## src/sv/fpa_pkg.sv

```systemverilog
`default_nettype none
// ---------------------------------------------------------------------------
// fpa_pkg: shared types and constants of the Q24.8 fixed-point ALU
// Operation codes, the control bundle that rides with each item down the
// pipeline, and the default word and fraction widths.
// ---------------------------------------------------------------------------
package fpa_pkg;

  // port widths fixed by the item format
  localparam int unsigned DATA_W = 32;
  localparam int unsigned FUNC_W = 4;

  // default number format
  localparam int unsigned DEF_FRACTION_BITS = 8;
  localparam int unsigned DEF_WORD_BITS     = 32;

  // quotient bits resolved by each divider stage; the last stage may resolve fewer
  localparam int unsigned DIV_STEPS = 2;

  // operation codes
  typedef enum logic [FUNC_W-1:0] {
    OP_ADD      = 4'd0,
    OP_SUB      = 4'd1,
    OP_MUL      = 4'd2,
    OP_DIV      = 4'd3,
    OP_GT       = 4'd4,
    OP_LT       = 4'd5,
    OP_GE       = 4'd6,
    OP_LE       = 4'd7,
    OP_EQ       = 4'd8,
    OP_NE       = 4'd9,
    OP_MIN      = 4'd10,
    OP_MAX      = 4'd11,
    OP_INC      = 4'd12,
    OP_DEC      = 4'd13,
    OP_TO_INT   = 4'd14,
    OP_FROM_INT = 4'd15
  } op_e;

  // control bundle carried with each item
  typedef struct packed {
    op_e  op;    // operation of the item
    logic neg;   // quotient sign for divide
    logic dz;    // divide by zero
    logic dsat;  // quotient known to exceed the word range
    logic cmp;   // compare outcome
    logic ovf;   // saturation flag
  } ctl_t;

endpackage
`default_nettype wire

```

## src/sv/fpa_div_stage.sv

```systemverilog
`default_nettype none
// ---------------------------------------------------------------------------
// fpa_div_stage: one stage of the restoring divider
// Resolves STEPS quotient bits by shift, compare and subtract, then
// registers the partial state together with the item's side results.
// ---------------------------------------------------------------------------
module fpa_div_stage #(
  parameter int unsigned W     = fpa_pkg::DEF_WORD_BITS,
  parameter int unsigned STEPS = fpa_pkg::DIV_STEPS
) (
  input  logic          clk_i,
  input  logic          rst_ni,
  input  logic          en_i,
  input  logic          valid_i,
  input  fpa_pkg::ctl_t ctl_i,
  input  logic [W-1:0]  side_i,
  input  logic [W-1:0]  den_i,
  input  logic [W:0]    dvd_i,
  input  logic [W-2:0]  rem_i,
  input  logic [W:0]    quo_i,
  output logic          valid_o,
  output fpa_pkg::ctl_t ctl_o,
  output logic [W-1:0]  side_o,
  output logic [W-1:0]  den_o,
  output logic [W:0]    dvd_o,
  output logic [W-2:0]  rem_o,
  output logic [W:0]    quo_o
);
  import fpa_pkg::*;

  logic [W:0]   dvd_d;
  logic [W-2:0] rem_d;
  logic [W:0]   quo_d;

  // shift in the next dividend bit, subtract the divisor when it fits
  always_comb begin
    logic [W-1:0] trial;
    logic [W-1:0] diff;
    dvd_d = dvd_i;
    rem_d = rem_i;
    quo_d = quo_i;
    for (int unsigned s = 0; s < STEPS; s++) begin
      trial = {rem_d, dvd_d[W]};
      dvd_d = dvd_d << 1;
      diff  = trial - den_i;
      if (trial >= den_i) begin
        rem_d = diff[W-2:0];
        quo_d = {quo_d[W-1:0], 1'b1};
      end else begin
        rem_d = trial[W-2:0];
        quo_d = {quo_d[W-1:0], 1'b0};
      end
    end
  end

  // valid bit
  always_ff @(posedge clk_i or negedge rst_ni) begin
    if (!rst_ni) begin
      valid_o <= 1'b0;
    end else if (en_i) begin
      valid_o <= valid_i;
    end
  end

  // partial quotient state and side results
  always_ff @(posedge clk_i) begin
    if (en_i) begin
      ctl_o  <= ctl_i;
      side_o <= side_i;
      den_o  <= den_i;
      dvd_o  <= dvd_d;
      rem_o  <= rem_d;
      quo_o  <= quo_d;
    end
  end

endmodule
`default_nettype wire

```

## config.mk

```make
export PLATFORM = sky130hd
export DESIGN_NAME = fpa_div_stage
export DESIGN_NICKNAME = d
export VERILOG_FILES = /design/src/sv/fpa_pkg.sv /design/src/sv/fpa_div_stage.sv
export SDC_FILE = /design/constraint.sdc
export NUM_CORES = 1
export LEC_CHECK = 0
export ABC_CLOCK_PERIOD_IN_PS = 800
export BUFFER_PORTS_ARGS = -buffer_cell sky130_fd_sc_hd__buf_4
export CAP_MARGIN = 0
export CORE_MARGIN = 4
export CORE_UTILIZATION = 35
export CTS_BUF_LIST = sky130_fd_sc_hd__clkbuf_16
export DETAILED_ROUTE_END_ITERATION = 8
export PLACE_DENSITY = 0.61
export SYNTH_ARGS = -nofsm -noshare
export SYNTH_HDL_FRONTEND = slang
export SYNTH_SLANG_ARGS = --single-unit
```

## constraint.sdc

```tcl
create_clock -name clk_i -period 0.8 [get_ports clk_i]
set_input_delay 0.16 -clock clk_i [delete_from_list [all_inputs] [get_ports clk_i]]
set_output_delay 0.16 -clock clk_i [all_outputs]
set_load 0.02 [all_outputs]
```

==> summary.txt <==
outcome: finished with violations
failing checks: setup timing
ys async rst share: 0.592%
row cnt: 58
hold crit path type: primary input to flip-flop
Top-Level Pins: 345
# DRC: 0
maximum vdd drop: 1.61 mV
final WL: 35600 um
Avg Vias per Cell: 4.86
register clock-pin slew on the reported worst setup and hold paths: 80 ps
I/O Buffers: 340
Critical path origin: den_i[1]
Cell Count, Final, Fillers Out: 1877
maximum fanout along the worst path: 4
worst-margin pin slew: 533 ps
cell taking the most area after synthesis: edfxtp_1
clk sinks: 169
final count of hold timing violations: 0
drt first pass iters: 5
top cell type's share of synthesized area: 55.1%
max_cap viols: 0
# fillers: 1771
sequential cell area: 5070 um2
Final ANT Viol Nets: 0
Setup WS pre-CTS: -4170 ps
setup TNS: -167320 ps
final worst-path cycle share: 541%
area of the multi-input gates: 4590 um2
CTS root buf: clkbuf_16
initial core utilization: 36.0%
CTS H-tree lvls: 4
top_reg_cell synth: edfxtp_1
pin count of the biggest net entering global routing: 25
WL/cell: 19.0 um
Max-slew headroom: 64.3%
gr busiest metal: met2
first-pass GRT wire length: 52200 um
grt ovf: 0
Synth Register Bits: 169
post-synthesis cell area: 9160 um2
total clock buffers created by CTS: 17
Crit. End Element: flip-flop
die height: 170 um
worst-path cell chain: buf_4, inv_2, buf_6, fa_2, a211oi_2, o21a_2, buf_4, a211o_4, a21oi_4, o31ai_4, and2_4, buf_6, mux2_4, ha_4, nor2b_2, o31a_1, o211ai_2, nand3_2, buf_6, a31oi_4, o211ai_1, a41oi_2, xnor2_1, mux2_2
Cell Pwr Density: 2000 nW/um2
Post-synth EDFFs: 168
Ys Warns: 0
share of layout cells above drive strength 1: 53.3%
clock buffer depth: 2
static leakage: 7.96 nW
max-slew violations: 0
RD Place Congestion: 0.869
Avg Cell Area, Syn: 12.1 um2
HP Start: dvd_i[31]
M3 GR Usage: 3.63%
setup violators final: 202
f_max: 231 MHz
RSZ-0062 raised after global routing: yes
Final Util: 70.4%
sequential area share after synthesis: 55.3%
Period minus WS final: 4330 ps
Clock Latency Late Sink: 430 ps
initial drt markers: 541
Design Area, Final: 17900 um2
WP data arrival: 4520 ps
Worst Path Class, Setup: primary input to flip-flop
slowest CP cell: fa_2
fin nets: 1772
Worst Hold Slack: 31.3 ps
startpoint types: primary input
Synth area leaders: edfxtp_1, ha_1, a21oi_1
met1 usage: 28.2%
via count: 9121
placed cell area: 14300 um2
Syn Inst Count: 756
delay of the slowest critical-path stage: 390 ps
clock tree from TritonCTS: done
placed cells: 1671
Most common cell on crit path: buf_6
PnR worst setup slack: -3530 ps
Worst EP required: 1000 ps
Die Wd: 170 um
Clock Skew: 0 ps
die area: 28800 um2
Area Overhead vs Synth: 95.6%
number of global-route vias before repair: 9403
dpl hpwl: 25400 um
Worst R2R Start: valid_o
Total Power: 35.8 mW
met2 Use GR: 41.8%
Core ar.: 25500 um2
Synth cell types: 70
initial antenna violation count: 2
Total Routing Usage GR: 23.4%
## timing repair
item,in CTS,in global routing
setup endpoints to repair,202,203
pin swaps,36,44
endpoints found under the hold margin,135,0
resized for setup,227,104
buffers inserted,20,17
cloned,0,0
hold buffers,135,0
## report_power, final
group          switching, mW  internal [mW]  total, mW  leakage, nW
registers              0.539           11.0       11.6         1.65
clock network           4.18           4.23       8.41        0.295
logic                   7.27           8.54       15.8         6.01
## sequential cells by signal, indices dropped and copies added, names as in the netlist
register  cells
valid_o       1
side_o       32
quo_o        33
rem_o        31
dvd_o        31
den_o        32
ctl_o         9
## cell usage in the layout (no fill, tap or decap), types with 4 or more instances in the layout
cell | Yosys | final
a21oi_2 | 0 | 18
and2_1 | 7 | 5
nand2_2 | 0 | 5
o21ai_1 | 1 | 9
a211o_1 | 6 | 6
xor2_1 | 20 | 17
o21bai_1 | 6 | 5
mux2_2 | 28 | 18
edfxtp_1 | 168 | 168
buf_6 | 1 | 185
ha_1 | 64 | 46
nand2_1 | 56 | 49
nand4_1 | 7 | 7
a21oi_1 | 77 | 56
nand3_1 | 13 | 11
o211ai_1 | 5 | 5
nor2_1 | 45 | 33
clkinv_8 | 0 | 6
nor2b_1 | 7 | 6
o21a_1 | 10 | 10
o21ai_2 | 0 | 4
nor2_4 | 0 | 8
inv_6 | 0 | 4
o21ai_0 | 27 | 14
xnor2_1 | 28 | 27
mux2_4 | 0 | 10
inv_1 | 45 | 41
a211oi_2 | 1 | 4
nand2b_1 | 7 | 7
clkbuf_16 | 0 | 17
ha_4 | 0 | 17
nor3_1 | 7 | 5
buf_12 | 0 | 16
and3_1 | 10 | 8
nor2_2 | 0 | 4
buf_4 | 5 | 434
a21o_1 | 22 | 21
dlygate4sd3_1 | 0 | 135
## worst paths after layout
check,end,slack [ps],depth (start not counted)
max,rem_o[26],-3530,24
max reg2reg,valid_o,20,1
min reg2reg,valid_o,540,1
min,rem_o[0],30,3
min in group asynchronous,valid_o,70,2
max in group asynchronous,valid_o,640,2
## logic make-up after synthesis
group,count (synthesis),share of synthesized area (%)
AO/OA/AOI/OAI,207,15.1
XOR/XNOR,48,4.59
adder cells (fa/ha/maj),66,9.18
buffers and inverters,62,2.87
flip-flops,169,55.3
multiplexers,30,3.67
other,1,0.0409
AND/OR/NAND/NOR,173,9.22
## routing by layer
layer / up-vias / share of wire [%]
met4: 0 / 3.3
li1: 4416 / -
met1: 4344 / 40
met2: 301 / 52
met5: - / 0
met3: 60 / 5.4
## layout make-up
cell class / instances / area share, %
timing repair buffer: 771 / 39.2
sequential: 169 / 28.3
multi-input combinational: 526 / 25.6
clock buffer: 17 / 2.37
tap: 330 / 2.30
inverter: 47 / 1.15
clock inverter: 15 / 1.01
antenna: 2 / 0.0279
## cells in the mapped netlist (6+ instances only)
| cell type | instances |
|---|---|
| xnor2_1 | 28 |
| o21a_1 | 10 |
| o21bai_1 | 6 |
| and3_1 | 10 |
| mux2_2 | 28 |
| nor2b_1 | 7 |
| a211o_1 | 6 |
| nand2b_1 | 7 |
| a211oi_1 | 6 |
| nor3_1 | 7 |
| ha_1 | 64 |
| nand2_1 | 56 |
| xor2_1 | 20 |
| o21ai_0 | 27 |
| nand3_1 | 13 |
| edfxtp_1 | 168 |
| inv_1 | 45 |
| a21o_1 | 22 |
| and2_1 | 7 |
| nand4_1 | 7 |
| nor2_1 | 45 |
| a21oi_1 | 77 |
## critical path: cells and delay by family
kind                       cells  cell delay [ps]
AOI/OAI and AO/OA             10             1890
buffers and inverters          6              640
adders and majority gates      2              610
muxes                          2              580
and+or+nand+nor                3              520
xor gates and xnor gates       1               90
No activity file was read; power rests on OpenSTA's default activity.
