==> src/sv/fpa_pkg.sv <==
`default_nettype none
// ---------------------------------------------------------------------------
// fpa_pkg: shared types and constants of the Q24.8 fixed-point ALU
// Operation codes, the control bundle that rides with each item down the
// pipeline, and the default word and fraction widths.
// ---------------------------------------------------------------------------
package fpa_pkg;

  // port widths fixed by the item format
  localparam int unsigned DATA_W = 32;
  localparam int unsigned FUNC_W = 4;

  // default number format
  localparam int unsigned DEF_FRACTION_BITS = 8;
  localparam int unsigned DEF_WORD_BITS     = 32;

  // quotient bits resolved by each divider stage; the last stage may resolve fewer
  localparam int unsigned DIV_STEPS = 2;

  // operation codes
  typedef enum logic [FUNC_W-1:0] {
    OP_ADD      = 4'd0,
    OP_SUB      = 4'd1,
    OP_MUL      = 4'd2,
    OP_DIV      = 4'd3,
    OP_GT       = 4'd4,
    OP_LT       = 4'd5,
    OP_GE       = 4'd6,
    OP_LE       = 4'd7,
    OP_EQ       = 4'd8,
    OP_NE       = 4'd9,
    OP_MIN      = 4'd10,
    OP_MAX      = 4'd11,
    OP_INC      = 4'd12,
    OP_DEC      = 4'd13,
    OP_TO_INT   = 4'd14,
    OP_FROM_INT = 4'd15
  } op_e;

  // control bundle carried with each item
  typedef struct packed {
    op_e  op;    // operation of the item
    logic neg;   // quotient sign for divide
    logic dz;    // divide by zero
    logic dsat;  // quotient known to exceed the word range
    logic cmp;   // compare outcome
    logic ovf;   // saturation flag
  } ctl_t;

endpackage
`default_nettype wire

==> src/sv/fpa_front.sv <==
`default_nettype none
// ---------------------------------------------------------------------------
// fpa_front: decode, simple operations, multiply and divider setup
// Three register stages: operand decode with add/compare/shift ops and the
// signed product; product rounding add and divider preload; multiply
// saturation. Divide operands leave as divisor, dividend bits and remainder.
// ---------------------------------------------------------------------------
module fpa_front #(
  parameter int unsigned W = fpa_pkg::DEF_WORD_BITS,
  parameter int unsigned F = fpa_pkg::DEF_FRACTION_BITS
) (
  input  logic               clk_i,
  input  logic               rst_ni,
  input  logic               en_i,
  input  logic               valid_i,
  input  fpa_pkg::op_e       op_i,
  input  logic signed [W-1:0] a_i,
  input  logic signed [W-1:0] b_i,
  output logic               valid_o,
  output fpa_pkg::ctl_t      ctl_o,
  output logic [W-1:0]       side_o,
  output logic [W-1:0]       den_o,
  output logic [W:0]         dvd_o,
  output logic [W-2:0]       rem_o
);
  import fpa_pkg::*;

  localparam logic [W-1:0]   MAX_W = {1'b0, {(W-1){1'b1}}};
  localparam logic [W-1:0]   MIN_W = {1'b1, {(W-1){1'b0}}};
  localparam logic [2*W-1:0] HALF  = (2*W)'(1) << (F-1);

  // stage 1 registers
  logic                 v1_q;
  ctl_t                 ctl1_d, ctl1_q;
  logic [W-1:0]         res1_d, res1_q;
  logic signed [2*W-1:0] prod1_q;
  logic [W-1:0]         amag1_q, bmag1_q;

  // stage 2 registers
  logic                 v2_q;
  ctl_t                 ctl2_d, ctl2_q;
  logic [W-1:0]         res2_q;
  logic [2*W-F-1:0]     mr2_d, mr2_q;
  logic                 pneg2_q;
  logic [W-1:0]         den2_q;
  logic [W:0]           dvd2_d, dvd2_q;
  logic [W-2:0]         rem2_d, rem2_q;

  // stage 3 next values
  ctl_t                 ctl3_d;
  logic [W-1:0]         res3_d;

  // stage 1: simple operations through one shared adder and compare
  always_comb begin
    logic signed [W:0] a_ext;
    logic signed [W:0] b_ext;
    logic signed [W:0] y;
    logic signed [W:0] s;
    logic              lt;
    logic              eq;
    logic              gt;
    logic [F:0]        top_bits;
    a_ext    = {a_i[W-1], a_i};
    b_ext    = {b_i[W-1], b_i};
    lt       = a_i < b_i;
    eq       = a_i == b_i;
    gt       = !lt && !eq;
    top_bits = a_i[W-1:W-1-F];
    case (op_i)
      OP_ADD:  y = b_ext;
      OP_SUB:  y = -b_ext;
      OP_INC:  y = (W+1)'(1);
      OP_DEC:  y = '1;
      default: y = '0;
    endcase
    s = a_ext + y;

    ctl1_d      = '0;
    ctl1_d.op   = op_i;
    ctl1_d.neg  = a_i[W-1] ^ b_i[W-1];
    ctl1_d.dz   = (op_i == OP_DIV) && (b_i == '0);
    res1_d      = '0;
    case (op_i)
      OP_ADD, OP_SUB, OP_INC, OP_DEC: begin
        ctl1_d.ovf = s[W] != s[W-1];
        res1_d     = ctl1_d.ovf ? (s[W] ? MIN_W : MAX_W) : s[W-1:0];
      end
      OP_GT:  ctl1_d.cmp = gt;
      OP_LT:  ctl1_d.cmp = lt;
      OP_GE:  ctl1_d.cmp = !lt;
      OP_LE:  ctl1_d.cmp = lt || eq;
      OP_EQ:  ctl1_d.cmp = eq;
      OP_NE:  ctl1_d.cmp = !eq;
      OP_MIN: res1_d = lt ? a_i : b_i;
      OP_MAX: res1_d = gt ? a_i : b_i;
      OP_TO_INT: res1_d = a_i >>> F;
      OP_FROM_INT: begin
        ctl1_d.ovf = !((&top_bits) || !(|top_bits));
        res1_d     = ctl1_d.ovf ? (a_i[W-1] ? MIN_W : MAX_W) : (a_i << F);
      end
      default: res1_d = '0;
    endcase
  end

  // stage 2: product magnitude plus half unit, divider preload
  always_comb begin
    logic [2*W-1:0] addend;
    logic [2*W-1:0] sum;
    logic [W+F:0]   dvd_wide;
    logic [2*W-1:0] num_x;
    logic [2*W-1:0] den_x;
    logic [W-1:0]   rem_full;
    addend   = prod1_q[2*W-1] ? ~prod1_q : prod1_q;
    sum      = addend + (prod1_q[2*W-1] ? HALF + (2*W)'(1) : HALF);
    mr2_d    = sum[2*W-1:F];
    dvd_wide = {amag1_q, {(F+1){1'b0}}};
    dvd2_d   = dvd_wide[W:0];
    rem_full = amag1_q >> (W-F);
    rem2_d   = rem_full[W-2:0];
    num_x    = {{W{1'b0}}, amag1_q} << F;
    den_x    = {bmag1_q, {W{1'b0}}};
    ctl2_d      = ctl1_q;
    ctl2_d.dsat = (ctl1_q.op == OP_DIV) && (num_x >= den_x);
  end

  // stage 3: multiply saturation and sign
  always_comb begin
    logic [2*W-1:0] m_x;
    logic           mov;
    m_x    = (2*W)'(mr2_q);
    mov    = (|m_x[2*W-1:W]) || (m_x[W-1] && (!pneg2_q || (|m_x[W-2:0])));
    ctl3_d = ctl2_q;
    res3_d = res2_q;
    if (ctl2_q.op == OP_MUL) begin
      ctl3_d.ovf = mov;
      if (mov) begin
        res3_d = pneg2_q ? MIN_W : MAX_W;
      end else begin
        res3_d = pneg2_q ? -m_x[W-1:0] : m_x[W-1:0];
      end
    end
  end

  // valid bits
  always_ff @(posedge clk_i or negedge rst_ni) begin
    if (!rst_ni) begin
      v1_q    <= 1'b0;
      v2_q    <= 1'b0;
      valid_o <= 1'b0;
    end else if (en_i) begin
      v1_q    <= valid_i;
      v2_q    <= v1_q;
      valid_o <= v2_q;
    end
  end

  // payload registers
  always_ff @(posedge clk_i) begin
    if (en_i) begin
      ctl1_q  <= ctl1_d;
      res1_q  <= res1_d;
      prod1_q <= a_i * b_i;
      amag1_q <= a_i[W-1] ? (~a_i + W'(1)) : a_i;
      bmag1_q <= b_i[W-1] ? (~b_i + W'(1)) : b_i;

      ctl2_q  <= ctl2_d;
      res2_q  <= res1_q;
      mr2_q   <= mr2_d;
      pneg2_q <= prod1_q[2*W-1];
      den2_q  <= bmag1_q;
      dvd2_q  <= dvd2_d;
      rem2_q  <= rem2_d;

      ctl_o   <= ctl3_d;
      side_o  <= res3_d;
      den_o   <= den2_q;
      dvd_o   <= dvd2_q;
      rem_o   <= rem2_q;
    end
  end

endmodule
`default_nettype wire

==> config.mk <==
export PLATFORM = sky130hd
export DESIGN_NAME = fpa_front
export DESIGN_NICKNAME = d
export VERILOG_FILES = /design/src/sv/fpa_pkg.sv /design/src/sv/fpa_front.sv
export SDC_FILE = /design/constraint.sdc
export NUM_CORES = 2
export LEC_CHECK = 0
export ABC_AREA = 1
export BUFFER_PORTS_ARGS = -buffer_cell sky130_fd_sc_hd__buf_4
export CAP_MARGIN = 20
export CORE_MARGIN = 2
export CORE_UTILIZATION = 55
export CTS_BUF_LIST = sky130_fd_sc_hd__clkbuf_4
export DETAILED_ROUTE_END_ITERATION = 10
export HOLD_SLACK_MARGIN = 0.03
export PLACE_DENSITY = 0.73
export SYNTH_ARGS = -nofsm -noshare
export SYNTH_HDL_FRONTEND = slang
export SYNTH_SLANG_ARGS = --single-unit
==> constraint.sdc <==
create_clock -name clk_i -period 3.78 [get_ports clk_i]
set_clock_uncertainty 0.15 [all_clocks]
set_input_delay 0.567 -clock clk_i [delete_from_list [all_inputs] [get_ports clk_i]]
set_output_delay 0.567 -clock clk_i [all_outputs]
set_load 0.005 [all_outputs]
==> reports/summary.txt <==
Clock period minus final worst setup slack: 6.563 ns
Classification of the worst-slack hold path: input pin to flip-flop
Multi-input logic area: 0.04440 mm^2
Row Count: 123
Maximum number of pins on one net before global-route repair: 79
Clock latency reported for the late side of the worst-skew pair: 1.00 ns
Number of global-route vias before repair: 56880
Initial cell density of the core: 55.57%
Yosys reg bits: 438
Kind of cell adding the most delay to the critical path: adder cells
Synthesized instance count: 7355
Ys Warns: 0
Number of max-slew violations in the final report: 0
Mapped Avg Cell Area: 8.512 um^2
Storage cell area: 0.01314 mm^2
Primary flip-flop cell chosen by synthesis mapping: edfxtp_1
Post-synth top area cell: fa_1
Number of buffers created by CTS: 105
CTS H-tree lvls: 3
Area of the die: 0.1165 mm^2
Critical Path Sink Type: flip-flop
EDFF count, synth: 435
Failing checks: setup timing
Critical path's most frequent cell: fa_1
Root Buffer: clkbuf_4
Worst Setup Slack, final: -2.783 ns
Fraction of synthesized cell area taken by the top area cell type: 34.63%
Height of the chip: 341.4 um
Detail Route met2 WL: 105.9 mm
Element type at the critical path start: input pin
Least-Margin Pin Slew: 1.083 ns
RD Place Congestion: 0.9905
Per-cell via count in the routed design: 5.413
Start-to-end type of the worst setup path: input pin to flip-flop
Final count of negative-setup-slack endpoints: 89
Share of the clock period used by the worst path: 173.6%
Max Cap Viol: 0
CP bufs+invs: 8
Signal arrival time at the worst endpoint: 7.09 ns
Maximum fanout along the worst path: 7
Final hold viol count: 0
Clk sink count: 438
Total standard cell area after synthesis: 0.06261 mm^2
Wire length on met1: 75.23 mm
Fraction of final layout cells sized beyond drive strength 1: 24.69%
DRT antenna net count: 0
Cell types occupying the most area after synthesis: fa_1 35%, edfxtp_1 21%, inv_1 11%
Overall fraction of global-route tracks in use: 36.84%
Most common cell after layout, fill and taps aside: inv_1
CTS tree: yes
Setup repair after global routing missed its margin: true
Iteration-0 DRC count of the detailed router: 4560
Proportion of register bits with asynchronous set or reset after synthesis: 0.6849%
Number of placed I/O pins: 210
CP required: 4.31 ns
Total Wirelength: 216.3 mm
Sequential share of the synthesized area: 20.98%
Count of buffers inserted at the top-level ports: 177
Delay of the slowest cell on the worst path: 0.68 ns
Congestion Overflow GR: 0
Commonest non-fill, non-tap cells in the layout: 1791 x inv_1, 1595 x nand2_1, 993 x fa_1
Clock slew at the register clock pins of the worst setup and hold paths: 0.07 ns
Number of distinct library cells after synthesis: 62
Highest layer used for signal routing: met5
Antenna violations before repair: 13
Total Neg Setup Slack: -153.37 ns
Filler cell count in the final layout: 8346
DRC viols: 0
Cell with the largest stage delay on the worst path: fa_2
Core footprint: 0.1127 mm^2
Worst-case clock buffer depth: 3
Status: finished, violations left
Vias after detailed routing: 53850
Net total in the final layout: 9796
Worst slew slack as a fraction of its limit: 27.03%
Fmax: 152.4 MHz
Wirelength per Cell: 21.75 um
Global-route wire length before repair: 324.0 mm
Die W: 341.4 um
Final core utilization: 70.47%
Number of detailed-route iterations in the first pass: 8
Layout Area Growth over Synthesis: 26.81%
Final HPWL DP: 174.3 mm
Met3 routed WL: 19.90 mm
per-layer routing:
layer | track usage (%) | vias up
met5 | 0 | -
met4 | 20.64 | 10
met3 | 6.583 | 842
met2 | 63.24 | 2679
met1 | 43.85 | 26550
li1 | - | 23760
registers in the layout (all words and copies together) (netlist names), 9 cells and up:
signal   count
prod1_q     64
dvd2_q      24
res2_q      32
dvd_o       24
den_o       32
ctl_o        9
mr2_q       56
side_o      32
ctl2_q       9
res1_q      32
den2_q      32
amag1_q     32
bmag1_q     32
per-stage QoR:
stage,cells,cell area [um^2],setup WS (ns),hold slack (ns)
final,9948,79390,-2.783,0.1134
after global routing,9944,79380,-2.950,0.05598
after CTS,9889,77000,-2.561,0.05705
after detailed placement,9620,73050,-4.092,0.2085
after global placement,9620,73050,-4.014,0.2060
after floorplan,7386,65040,-3.887,0.1214
timing repair:
| item | CTS | global route |
|---|---|---|
| hold buffers | 9 | 0 |
| setup buffers | 63 | 48 |
| gates cloned | 3 | 3 |
| endpoints found under the setup margin | 89 | 90 |
| endpoints found under the hold margin | 24 | 0 |
| resized for setup | 497 | 454 |
| pin swaps | 200 | 228 |
synthesized netlist by cell type (3+ instances only):
cell type and n:
nor3_1 48, o221ai_1 16, o21ai_0 135, clkinv_1 6, inv_1 1898, buf_4 35, nor2_4 5, buf_2 31
o21bai_1 16, o31ai_1 4, o21a_1 7, a31oi_1 25, a21o_1 17, nor3_2 4, a21boi_0 4, inv_2 9
o211ai_1 21, fa_1 1083, nor2_2 16, nor2_1 395, xnor2_2 3, ha_1 291, clkbuf_1 265, o21ai_1 5
xnor2_1 96, or2_2 3, a21oi_1 218, nor4_1 36, dfrtp_1 3, buf_1 15, nor4_2 3, xor2_1 151
a221oi_1 3, edfxtp_1 435, nand3_2 4, nand2_1 1711, buf_6 5, nand2_2 9, nand3_1 243, nand3b_1 9
nand4_1 40
final timing paths:
| kind | slack (ns) | cells after the start | to | startpoint |
|---|---|---|---|---|
| worst max-delay path | -2.78 | 27 | prod1_q[55] | a_i[31] |
| worst min-delay path | 0.11 | 5 | ctl1_q[3] | op_i[2] |
| worst max register to register | 0.45 | 10 | mr2_q[29] | prod1_q[63] |
| worst min register to register | 0.21 | 0 | res2_q[12] | res1_q[12] |
| max in group asynchronous | 3.00 | 3 | v1_q | rst_ni |
| min in group asynchronous | 0.34 | 3 | v2_q | rst_ni |
tightest hold or removal path, stage by stage:
cell and delay [ns]:
buf_4 0.09, nor2_1 0.07, inv_1 0.09, buf_4 0.12, nor4_1 0.05
cell families after synthesis:
logic type               Yosys count  share of synthesized area [%]
XOR/XNOR                         250                          3.533
multiplexers                       1                        0.01799
buffers and inverters           2269                          14.03
AND/OR/NAND/NOR                 2539                          16.62
other                              1                       0.005990
adder cells (fa/ha/maj)         1374                          40.45
flip-flops                       438                          20.98
AO/OA/AOI/OAI                    483                          4.367
layout make-up:
| class | count | share of cell area [%] |
|---|---|---|
| Inverter | 1914 | 9.089 |
| Tap cell | 1500 | 2.364 |
| Sequential cell | 438 | 16.55 |
| Clock buffer | 144 | 1.362 |
| Timing Repair Buffer | 1212 | 14.22 |
| Multi-Input combinational cell | 4679 | 55.92 |
| Antenna cell | 10 | 0.03152 |
| Clock inverter | 51 | 0.4681 |
Power is not shown: default switching activity piles up to over one toggle a cycle in this logic, so the estimate is an artifact.
