[src/sv/fpa_pkg.sv]
`default_nettype none
// ---------------------------------------------------------------------------
// fpa_pkg: shared types and constants of the Q24.8 fixed-point ALU
// Operation codes, the control bundle that rides with each item down the
// pipeline, and the default word and fraction widths.
// ---------------------------------------------------------------------------
package fpa_pkg;

  // port widths fixed by the item format
  localparam int unsigned DATA_W = 32;
  localparam int unsigned FUNC_W = 4;

  // default number format
  localparam int unsigned DEF_FRACTION_BITS = 8;
  localparam int unsigned DEF_WORD_BITS     = 32;

  // quotient bits resolved by each divider stage; the last stage may resolve fewer
  localparam int unsigned DIV_STEPS = 2;

  // operation codes
  typedef enum logic [FUNC_W-1:0] {
    OP_ADD      = 4'd0,
    OP_SUB      = 4'd1,
    OP_MUL      = 4'd2,
    OP_DIV      = 4'd3,
    OP_GT       = 4'd4,
    OP_LT       = 4'd5,
    OP_GE       = 4'd6,
    OP_LE       = 4'd7,
    OP_EQ       = 4'd8,
    OP_NE       = 4'd9,
    OP_MIN      = 4'd10,
    OP_MAX      = 4'd11,
    OP_INC      = 4'd12,
    OP_DEC      = 4'd13,
    OP_TO_INT   = 4'd14,
    OP_FROM_INT = 4'd15
  } op_e;

  // control bundle carried with each item
  typedef struct packed {
    op_e  op;    // operation of the item
    logic neg;   // quotient sign for divide
    logic dz;    // divide by zero
    logic dsat;  // quotient known to exceed the word range
    logic cmp;   // compare outcome
    logic ovf;   // saturation flag
  } ctl_t;

endpackage
`default_nettype wire

[src/sv/fpa_back.sv]
`default_nettype none
// ---------------------------------------------------------------------------
// fpa_back: quotient rounding and result select
// First stage rounds the doubled quotient and checks the word range; the
// second applies the sign, saturates and forms the output register.
// ---------------------------------------------------------------------------
module fpa_back #(
  parameter int unsigned W = fpa_pkg::DEF_WORD_BITS
) (
  input  logic          clk_i,
  input  logic          rst_ni,
  input  logic          en_i,
  input  logic          valid_i,
  input  fpa_pkg::ctl_t ctl_i,
  input  logic [W-1:0]  side_i,
  input  logic [W:0]    quo_i,
  output logic          valid_o,
  output logic [W-1:0]  res_o,
  output logic          cmp_o,
  output logic          ovf_o,
  output logic          dz_o
);
  import fpa_pkg::*;

  localparam logic [W-1:0] MAX_W = {1'b0, {(W-1){1'b1}}};
  localparam logic [W-1:0] MIN_W = {1'b1, {(W-1){1'b0}}};

  logic         va_q;
  ctl_t         ctla_d, ctla_q;
  logic [W-1:0] sidea_q;
  logic [W-1:0] mga_d, mga_q;
  logic [W-1:0] res_d;

  // round half away from zero and check the range
  always_comb begin
    logic [W+1:0] qp1;
    logic [W:0]   q;
    qp1    = {1'b0, quo_i} + (W+2)'(1);
    q      = qp1[W+1:1];
    mga_d  = q[W-1:0];
    ctla_d = ctl_i;
    if (ctl_i.op == OP_DIV) begin
      ctla_d.ovf = !ctl_i.dz && (ctl_i.dsat || q[W] ||
                   (q[W-1] && (!ctl_i.neg || (|q[W-2:0]))));
    end
  end

  // final select
  always_comb begin
    res_d = sidea_q;
    if (ctla_q.op == OP_DIV) begin
      if (ctla_q.dz) begin
        res_d = '0;
      end else if (ctla_q.ovf) begin
        res_d = ctla_q.neg ? MIN_W : MAX_W;
      end else begin
        res_d = ctla_q.neg ? -mga_q : mga_q;
      end
    end
  end

  // valid bits
  always_ff @(posedge clk_i or negedge rst_ni) begin
    if (!rst_ni) begin
      va_q    <= 1'b0;
      valid_o <= 1'b0;
    end else if (en_i) begin
      va_q    <= valid_i;
      valid_o <= va_q;
    end
  end

  // payload registers
  always_ff @(posedge clk_i) begin
    if (en_i) begin
      ctla_q  <= ctla_d;
      sidea_q <= side_i;
      mga_q   <= mga_d;
      res_o   <= res_d;
      cmp_o   <= ctla_q.cmp;
      ovf_o   <= ctla_q.ovf;
      dz_o    <= ctla_q.dz;
    end
  end

endmodule
`default_nettype wire

[config.mk]
export PLATFORM = sky130hd
export DESIGN_NAME = fpa_back
export DESIGN_NICKNAME = d
export VERILOG_FILES = /design/src/sv/fpa_pkg.sv /design/src/sv/fpa_back.sv
export SDC_FILE = /design/constraint.sdc
export NUM_CORES = 1
export LEC_CHECK = 0
export ABC_CLOCK_PERIOD_IN_PS = 3400
export BUFFER_PORTS_ARGS = -buffer_cell sky130_fd_sc_hd__buf_2
export CAP_MARGIN = 20
export CORE_UTILIZATION = 50
export DETAILED_ROUTE_END_ITERATION = 10
export GPL_TIMING_DRIVEN = 0
export PLACE_DENSITY = 0.81
export SLEW_MARGIN = 25
export SYNTH_ARGS = -nofsm -noshare
export SYNTH_HDL_FRONTEND = slang
export SYNTH_SLANG_ARGS = --single-unit
export TNS_END_PERCENT = 10
[constraint.sdc]
create_clock -name clk_i -period 3.4 [get_ports clk_i]
set_input_delay 0.51 -clock clk_i [delete_from_list [all_inputs] [get_ports clk_i]]
set_output_delay 0.51 -clock clk_i [all_outputs]
set_load 0.01 [all_outputs]
==> metrics.md, run 1 <==
| Metric | Value |
|---|---|
| Fin area | `6580 um^2` |
| Comb power frac | `13.7%` |
| Initial antenna violation count | `0` |
| Largest net degree at the start of global routing | `57` |
| Post-DP Area | `6370 um^2` |
| Detailed Routing Iterations Pass 1 | `5` |
| CTS tree | `done` |
| Switch share | `25.1%` |
| ANT nets after route | `0` |
| Num CTS Buffers | `9` |
| Gr busiest metal | `met2` |
| Post-synthesis sequential area ratio | `57.9%` |
| Syn avg cell area | `approximately 11 um^2` |
| Sink Count | `109` |
| Gr usage total | `21.5%` |
| Switching Power | `707 uW` |
| Top cell type's share of synthesized area | `approximately 57%` |
| Via/cell ratio | `5.69` |
| EDFF count, synth | `107` |
| Crit path cell chain | `buf_2 -> ha_1 -> and4_1 -> and3_1 -> clkbuf_1 -> a31oi_1 -> nor4_1 -> o2111ai_1 -> nor4_1 -> nor2_1` |
| CP endpoint kind | `register` |
| Met1 usage | `28.0%` |
| DR WL/cell | `16.2 um` |
| DP Worst Slack | `0.282 ns` |
| Hold WC Path Type | `in2reg` |
| Residual DRC count | `0` |
| GR met3 Demand/Resource | `2.53%` |
| Yosys reg bits | `109` |
| Max-Cap Viols | `0` |
| Outcome | `complete, no violations` |
| RSZ-0062 raised after global routing | `false` |
| Vias in the first global route | `4067` |
| Std cell rows | `38` |
| Die height | `108 um` |
| Skew-Pair Late Insertion Delay | `0.37 ns` |
| Internal power | `2110 uW` |
| Detailed Place HPWL | `9330 um` |
| Crit path largest cell delay | `between 0.3 and 0.4 ns` |
| Final period utilization | `80.4%` |
| Synthesis Warnings | `0` |
| Crit path max fanout | `9` |
| Final Critical Period | `2.73 ns` |
| Width of the die | `108 um` |
| Reg power frac | `59.0%` |
| Final net count | `690` |
| First-pass GRT wire length | `19300 um` |
| IO buf count | `between 100 and 150` |
| Syn_nets | `572` |
| CP startpoint kind | `primary input` |
| I/O pins | `114` |
| CTS max path bufs | `2` |
| Syn Std Cell Area | `5630 um^2` |
| Static Leakage | `0.00246 uW` |
| Total gr overflow | `0` |
| Die ar. | `11700 um^2` |
| Share of cells above drive strength 1 | `23.4%` |
| Clock skew | `0.0120 ns` |
| Setup ws final | `0.668 ns` |
| Final count of pins violating max slew | `0` |
| Worst Max-Slew Pin Slew | `0.846 ns` |
| GP Congestion | `0.879` |
| Largest cells by area after synthesis | `edfxtp_1, xnor2_1, nand2_1` |
| WL final | `12200 um` |
| Synth cell types | `55` |
| Pwr/cell area | `approximately 430 nW/um^2` |
| Resize count post-CTS | `0` |
| Final setup vio count | `0` |
| Max_slew headroom | `approximately 43%` |
| Starting Density | `51.7%` |
| Diode count | `0` |
| Syn Inst Count | `492` |
| Highest clock rate | `0.366 GHz` |
| Setup CP Type | `in2reg` |
| Yosys top cell by area | `edfxtp_1` |
| Core area | `about 11000 um^2` |
| Critical path data arrival time | `2.85 ns` |
| Synth async-reset ratio | `under 10%` |
| CTS Root Cell | `clkbuf_8` |
| Peak supply drop | `0.223 mV` |
| DRT iter0 DRCs | `between 200 and 250` |
| DR vias | `4298` |
| Setup Total Neg Slack | `0 ns` |
| Slowest CP cell | `nor4_1` |
| Synth Flop Type | `edfxtp_1` |
| GR Util met2 | `between 30% and 40%` |
| H-Tree Level Count | `3` |
| Clock transition at path regs | `roughly 0.1 ns` |
| Post-CTS setup buffer count | `0` |
| Clock power frac | `27.2%` |
| Cell mode on critical path | `nor4_1` |
| Cts hold-fix bufs | `1` |
| Area grow syn2layout | `16.7%` |
| WP data required | `roughly 3.5 ns` |
| Final Hold Fails | `0` |
[metal layers]
metal / vias to the layer above / routed length (um)
met2: 151 / 6020
met4: 0 / 288
met3: 21 / 596
met1: 2012 / 5300
met5: - / 0
li1: 2114 / -
[worst paths after layout]
kind,start,end,slack (ns),cells past startpoint
max,quo_i[0],ctla_q[0],0.67,10
min,side_i[11],sidea_q[11],0.30,1
max reg2reg,mga_q[9],res_o[31],0.70,7
min reg2reg,ctla_q[1],cmp_o,0.43,0
max in group asynchronous,rst_ni,valid_o,2.86,2
min in group asynchronous,rst_ni,va_q,0.45,2
[layout make-up]
| class | count | area (um^2) |
|---|---|---|
| plain buffers | 24 | 104 |
| clock buffers | 9 | 124 |
| clock inverters | 7 | 75.1 |
| fillers | 904 | 4310 |
| inverters | 7 | 26.3 |
| multi-input cells | 352 | 2240 |
| flip-flops and latches | 109 | 3260 |
| well taps | 140 | 175 |
| repair buffers | 107 | 569 |
[metrics by stage]
stage	util, %	power [uW]	std cells	hold WS (ns)
global route	60.4	2930	755	0.289
finish	60.4	2820	755	0.300
global placement	58.2	2060	737	0.294
CTS	60.4	2830	755	0.285
floorplan	-	1890	492	0.214
detailed placement	58.5	2080	738	0.298
[flip-flops by register name, summed over array words and instances (netlist names)]
name / flops
sidea_q: 32
va_q: 1
valid_o: 1
mga_q: 32
ctla_q: 8
res_o: 32
cmp_o: 1
dz_o: 1
ovf_o: 1
[placed cells by master, fill, tap and decap left out, types with 10 or more instances in the layout]
cell / n
clkbuf_1: 18
and4_1: 11
nor4_1: 15
a21oi_1: 10
edfxtp_1: 107
xnor2_1: 30
buf_2: 109
nand4_1: 13
xor2_1: 20
o211ai_1: 11
o21ai_0: 18
nor3_1: 12
nand3_1: 21
nor2_1: 34
nand2_1: 62
[kinds of logic (layout without fill, tap and decap cells)]
group,count (synthesis),after routing,synth area share [%]
fa+ha+maj,2,2,0.444
compound gates,90,90,11.3
simple gates,203,203,18.9
buf+inv,31,154,2.31
flops,109,109,57.9
mux,7,7,1.33
xor+xnor,50,50,7.77
[worst max-delay path: cells and delay by family]
family | cells | cell delay [ns]
buffers and inverters | 2 | 0.46
adder cells (fa/ha/maj) | 1 | 0.26
AND/OR/NAND/NOR | 5 | 1.25
AO/OA/AOI/OAI | 2 | 0.36
[synthesized netlist by cell type, types with 5 or more instances]
master / number
or2_2: 5
nand3_1: 21
and4_1: 11
o211ai_1: 11
edfxtp_1: 107
buf_2: 5
nor4_1: 15
o22ai_1: 5
clkbuf_1: 18
inv_1: 7
nand2_1: 62
nand4_1: 13
nor2_1: 34
a21oi_1: 10
o41ai_1: 5
o31ai_1: 9
a21o_1: 6
xor2_1: 20
nor3_1: 12
xnor2_1: 30
o21ai_0: 18
[power groups by stage]
| stage | combinational [uW] | sequential [uW] | clock, uW |
|---|---|---|---|
| after floorplan | 198 | 1700 | 0 |
| after CTS | 387 | 1660 | 782 |
| final | 387 | 1660 | 767 |
| after detailed placement | 384 | 1690 | 0 |
| after global placement | 369 | 1690 | 0 |
| after global routing | 430 | 1680 | 823 |
(Power assumes the default switching activity.)
==> run 2, diff against run 1 <==
--- a/config.mk
+++ b/config.mk
@@ -5,13 +5,14 @@
 export SDC_FILE = /design/constraint.sdc
 export NUM_CORES = 1
 export LEC_CHECK = 0
-export ABC_CLOCK_PERIOD_IN_PS = 3400
+export ABC_AREA = 1
+export ABC_CLOCK_PERIOD_IN_PS = 2720
 export BUFFER_PORTS_ARGS = -buffer_cell sky130_fd_sc_hd__buf_2
 export CAP_MARGIN = 20
 export CORE_UTILIZATION = 50
 export DETAILED_ROUTE_END_ITERATION = 10
 export GPL_TIMING_DRIVEN = 0
-export PLACE_DENSITY = 0.81
+export PLACE_DENSITY = 0.8
 export SLEW_MARGIN = 25
 export SYNTH_ARGS = -nofsm -noshare
 export SYNTH_HDL_FRONTEND = slang
==> constraint.sdc (replaced) <==
create_clock -name clk_i -period 2.72 [get_ports clk_i]
set_input_delay 0.408 -clock clk_i [delete_from_list [all_inputs] [get_ports clk_i]]
set_output_delay 0.408 -clock clk_i [all_outputs]
set_load 0.01 [all_outputs]
==> metrics.md, run 2 <==
| Metric | Value |
|---|---|
| Outcome | `complete, no violations` |
| Total gr overflow | `0` |
| WP data required | `2.82 ns` |
| Critical path data arrival time | `2.45 ns` |
| Final count of pins violating max slew | `0` |
| DR WL/cell | `13.1 um` |
| Syn_nets | `766` |
| Synth cell types | `35` |
| Crit path max fanout | `4` |
| Initial antenna violation count | `0` |
| Largest regs | `mga_q (32), res_o (32), sidea_q (32)` |
| IO buf count | `113` |
| Crit path largest cell delay | `0.44 ns` |
| CTS max path bufs | `2` |
| Sink Count | `around 110` |
| Commonest non-fill, non-tap cell in the layout | `nand2_1` |
| First-pass GRT wire length | `21100 um` |
| WL final | `12600 um` |
| Starting Density | `between 50% and 60%` |
| Share of cells above drive strength 1 | `roughly a fifth` |
| Most frequent cells in the layout | `nand2_1, buf_2, edfxtp_1` |
| CTS Root Cell | `clkbuf_16` |
| Final Hold Fails | `0` |
| Cell mode on critical path | `nand3_1` |
| Top cell type's share of synthesized area | `a little over half` |
| Max_slew headroom | `64.3%` |
| Final Critical Period | `2.34 ns` |
| CP startpoint kind | `register` |
| Yosys reg bits | `around 110` |
| Post-synthesis sequential area ratio | `55.4%` |
| Width of the die | `111 um` |
| Slowest CP cell | `edfxtp_1` |
| Via/cell ratio | `roughly 5.1` |
| Largest cells by area after synthesis | `edfxtp_1, nand2_1, nor2_1` |
| Setup CP Type | `reg2reg` |
| Final setup vio count | `0` |
| RSZ-0062 raised after global routing | `false` |
| I/O pins | `114` |
| Static Leakage | `between 0.003 and 0.004 uW` |
| Final period utilization | `86.2%` |
| WL met1 | `5780 um` |
| ANT nets after route | `0` |
| Post-CTS setup buffer count | `0` |
| Syn Inst Count | `686` |
| Syn Std Cell Area | `5890 um^2` |
| Crit-path leading delay family | `simple AND/OR/NAND/NOR gates` |
| Syn avg cell area | `between 8 and 9 um^2` |
| Setup Total Neg Slack | `0 ns` |
| Detailed Routing Iterations Pass 1 | `5` |
| Vias in the first global route | `~4500` |
| Synth Flop Type | `edfxtp_1` |
| CTS tree | `done` |
| Num CTS Buffers | `9` |
| Die ar. | `12200 um^2` |
| Std cell rows | `39` |
| DRT iter0 DRCs | `350` |
| Die height | `111 um` |
| Top Metal Used | `met4` |
| Tot Pwr | `approximately 3900 uW` |
| Highest clock rate | `0.427 GHz` |
| Pwr/cell area | `556 nW/um^2` |
| Diode count | `0` |
| Fillers | `986` |
| Most common cell in the synthesized netlist | `nand2_1` |
| CP endpoint kind | `register` |
| Crit path cell chain | `inv_1 -> ha_1 -> nand3_1 -> inv_1 -> nand2_1 -> nor2_2 -> nand4_2 -> o21ai_2 -> nand3_1 -> or2_0 -> nand3_1 -> nand2_1` |
| Clock transition at path regs | `0.07 ns` |
| Met2 routed WL | `5800 um` |
| Area grow syn2layout | `18.4%` |
| Peak supply drop | `between 0.4 and 0.5 mV` |
| Hold_ws | `0.231 ns` |
| Core area | `11500 um^2` |
| Hold WC Path Type | `in2reg` |
| Clock skew | `0.00806 ns` |
| Worst path buffer plus inverter count | `2` |
| Final net count | `between 800 and 900` |
| Synth async-reset ratio | `1.83%` |
| DR vias | `4867` |
| EDFF count, synth | `107` |
| Worst Max-Slew Pin Slew | `around 0.54 ns` |
| Commonest cells in the netlist | `nand2_1, edfxtp_1, nor2_1` |
| Max-Cap Viols | `0` |
| Gr usage total | `21.7%` |
| Residual DRC count | `0` |
| Synthesis Warnings | `0` |
| H-Tree Level Count | `3` |
| Met3 wire length | `657 um` |
| Yosys top cell by area | `edfxtp_1` |
| Largest net degree at the start of global routing | `65` |
| Detailed Place HPWL | `9940 um` |
| GP Congestion | `around 0.9` |
| Skew-Pair Late Insertion Delay | `approximately 0.35 ns` |
[run 2: worst reg2reg max path, stage by stage, from the launching register on]
cell and delay (ns):
edfxtp_1 0.44, inv_1 0.11, ha_1 0.18, nand3_1 0.16
inv_1 0.11, nand2_1 0.10, nor2_2 0.18, nand4_2 0.15
o21ai_2 0.23, nand3_1 0.11, or2_0 0.21, nand3_1 0.08
nand2_1 0.05
[run 2: layer usage]
| metal | up-vias | global-route usage (%) |
|---|---|---|
| met5 | - | 0 |
| met4 | 0 | 10.0 |
| met3 | 24 | 2.91 |
| met2 | 185 | 35.4 |
| met1 | 2126 | 28.6 |
| li1 | 2532 | - |
[run 2: logic make-up (layout without fill, tap and decap cells)]
family / after synthesis / after routing / synth area share [%]
buf+inv: 80 / 211 / 5.10
xor+xnor: 12 / 12 / 1.78
flops: 109 / 109 / 55.4
simple gates: 416 / 416 / 31.1
compound gates: 67 / 67 / 6.22
fa+ha+maj: 2 / 2 / 0.425
[run 2: where the power goes]
group          internal [uW]  leakage (uW)  total (uW)  switching (uW)
combinational            187       0.00181         503             316
sequential              2000       0.00107        2070            65.4
clock                    730      0.000146        1310             581
[run 2: final timing paths]
path                             from     endpoint  slack (ns)  cells after the start
setup / recovery             mga_q[0]    res_o[30]        0.38                     12
hold reg to reg             ctla_q[1]        cmp_o        0.43                      0
max in group asynchronous      rst_ni      valid_o        2.25                      2
setup reg to reg             mga_q[0]    res_o[30]        0.38                     12
min in group asynchronous      rst_ni         va_q        0.37                      2
hold / removal             side_i[14]  sidea_q[14]        0.23                      1
[run 2: what timing repair did]
| action | 4_1_cts | 5_1_grt |
|---|---|---|
| endpoints found under the setup margin | 0 | 0 |
| hold buffers | 1 | 0 |
| resized for setup | 0 | 0 |
| endpoints found under the hold margin | 2 | 0 |
[run 2: cell type report]
cell class	count	area [um^2]	share of cell area, %
clock buffers	10	229	3.28
multi-input cells	497	2330	33.4
clock inverters	6	75.1	1.08
plain buffers	12	45.0	0.646
inverters	68	255	3.66
flip-flops and latches	109	3260	46.8
well taps	143	179	2.56
repair buffers	115	602	8.63
[run 2: through the flow]
stage	setup WS (ns)	utilization, %	cell area (um^2)	std cells
finish	0.376	60.8	6980	960
global route	0.148	60.8	6980	960
CTS	0.405	60.8	6980	960
detailed placement	0.425	58.1	6660	943
global placement	0.164	57.9	6640	942
floorplan	0.745	-	5890	686
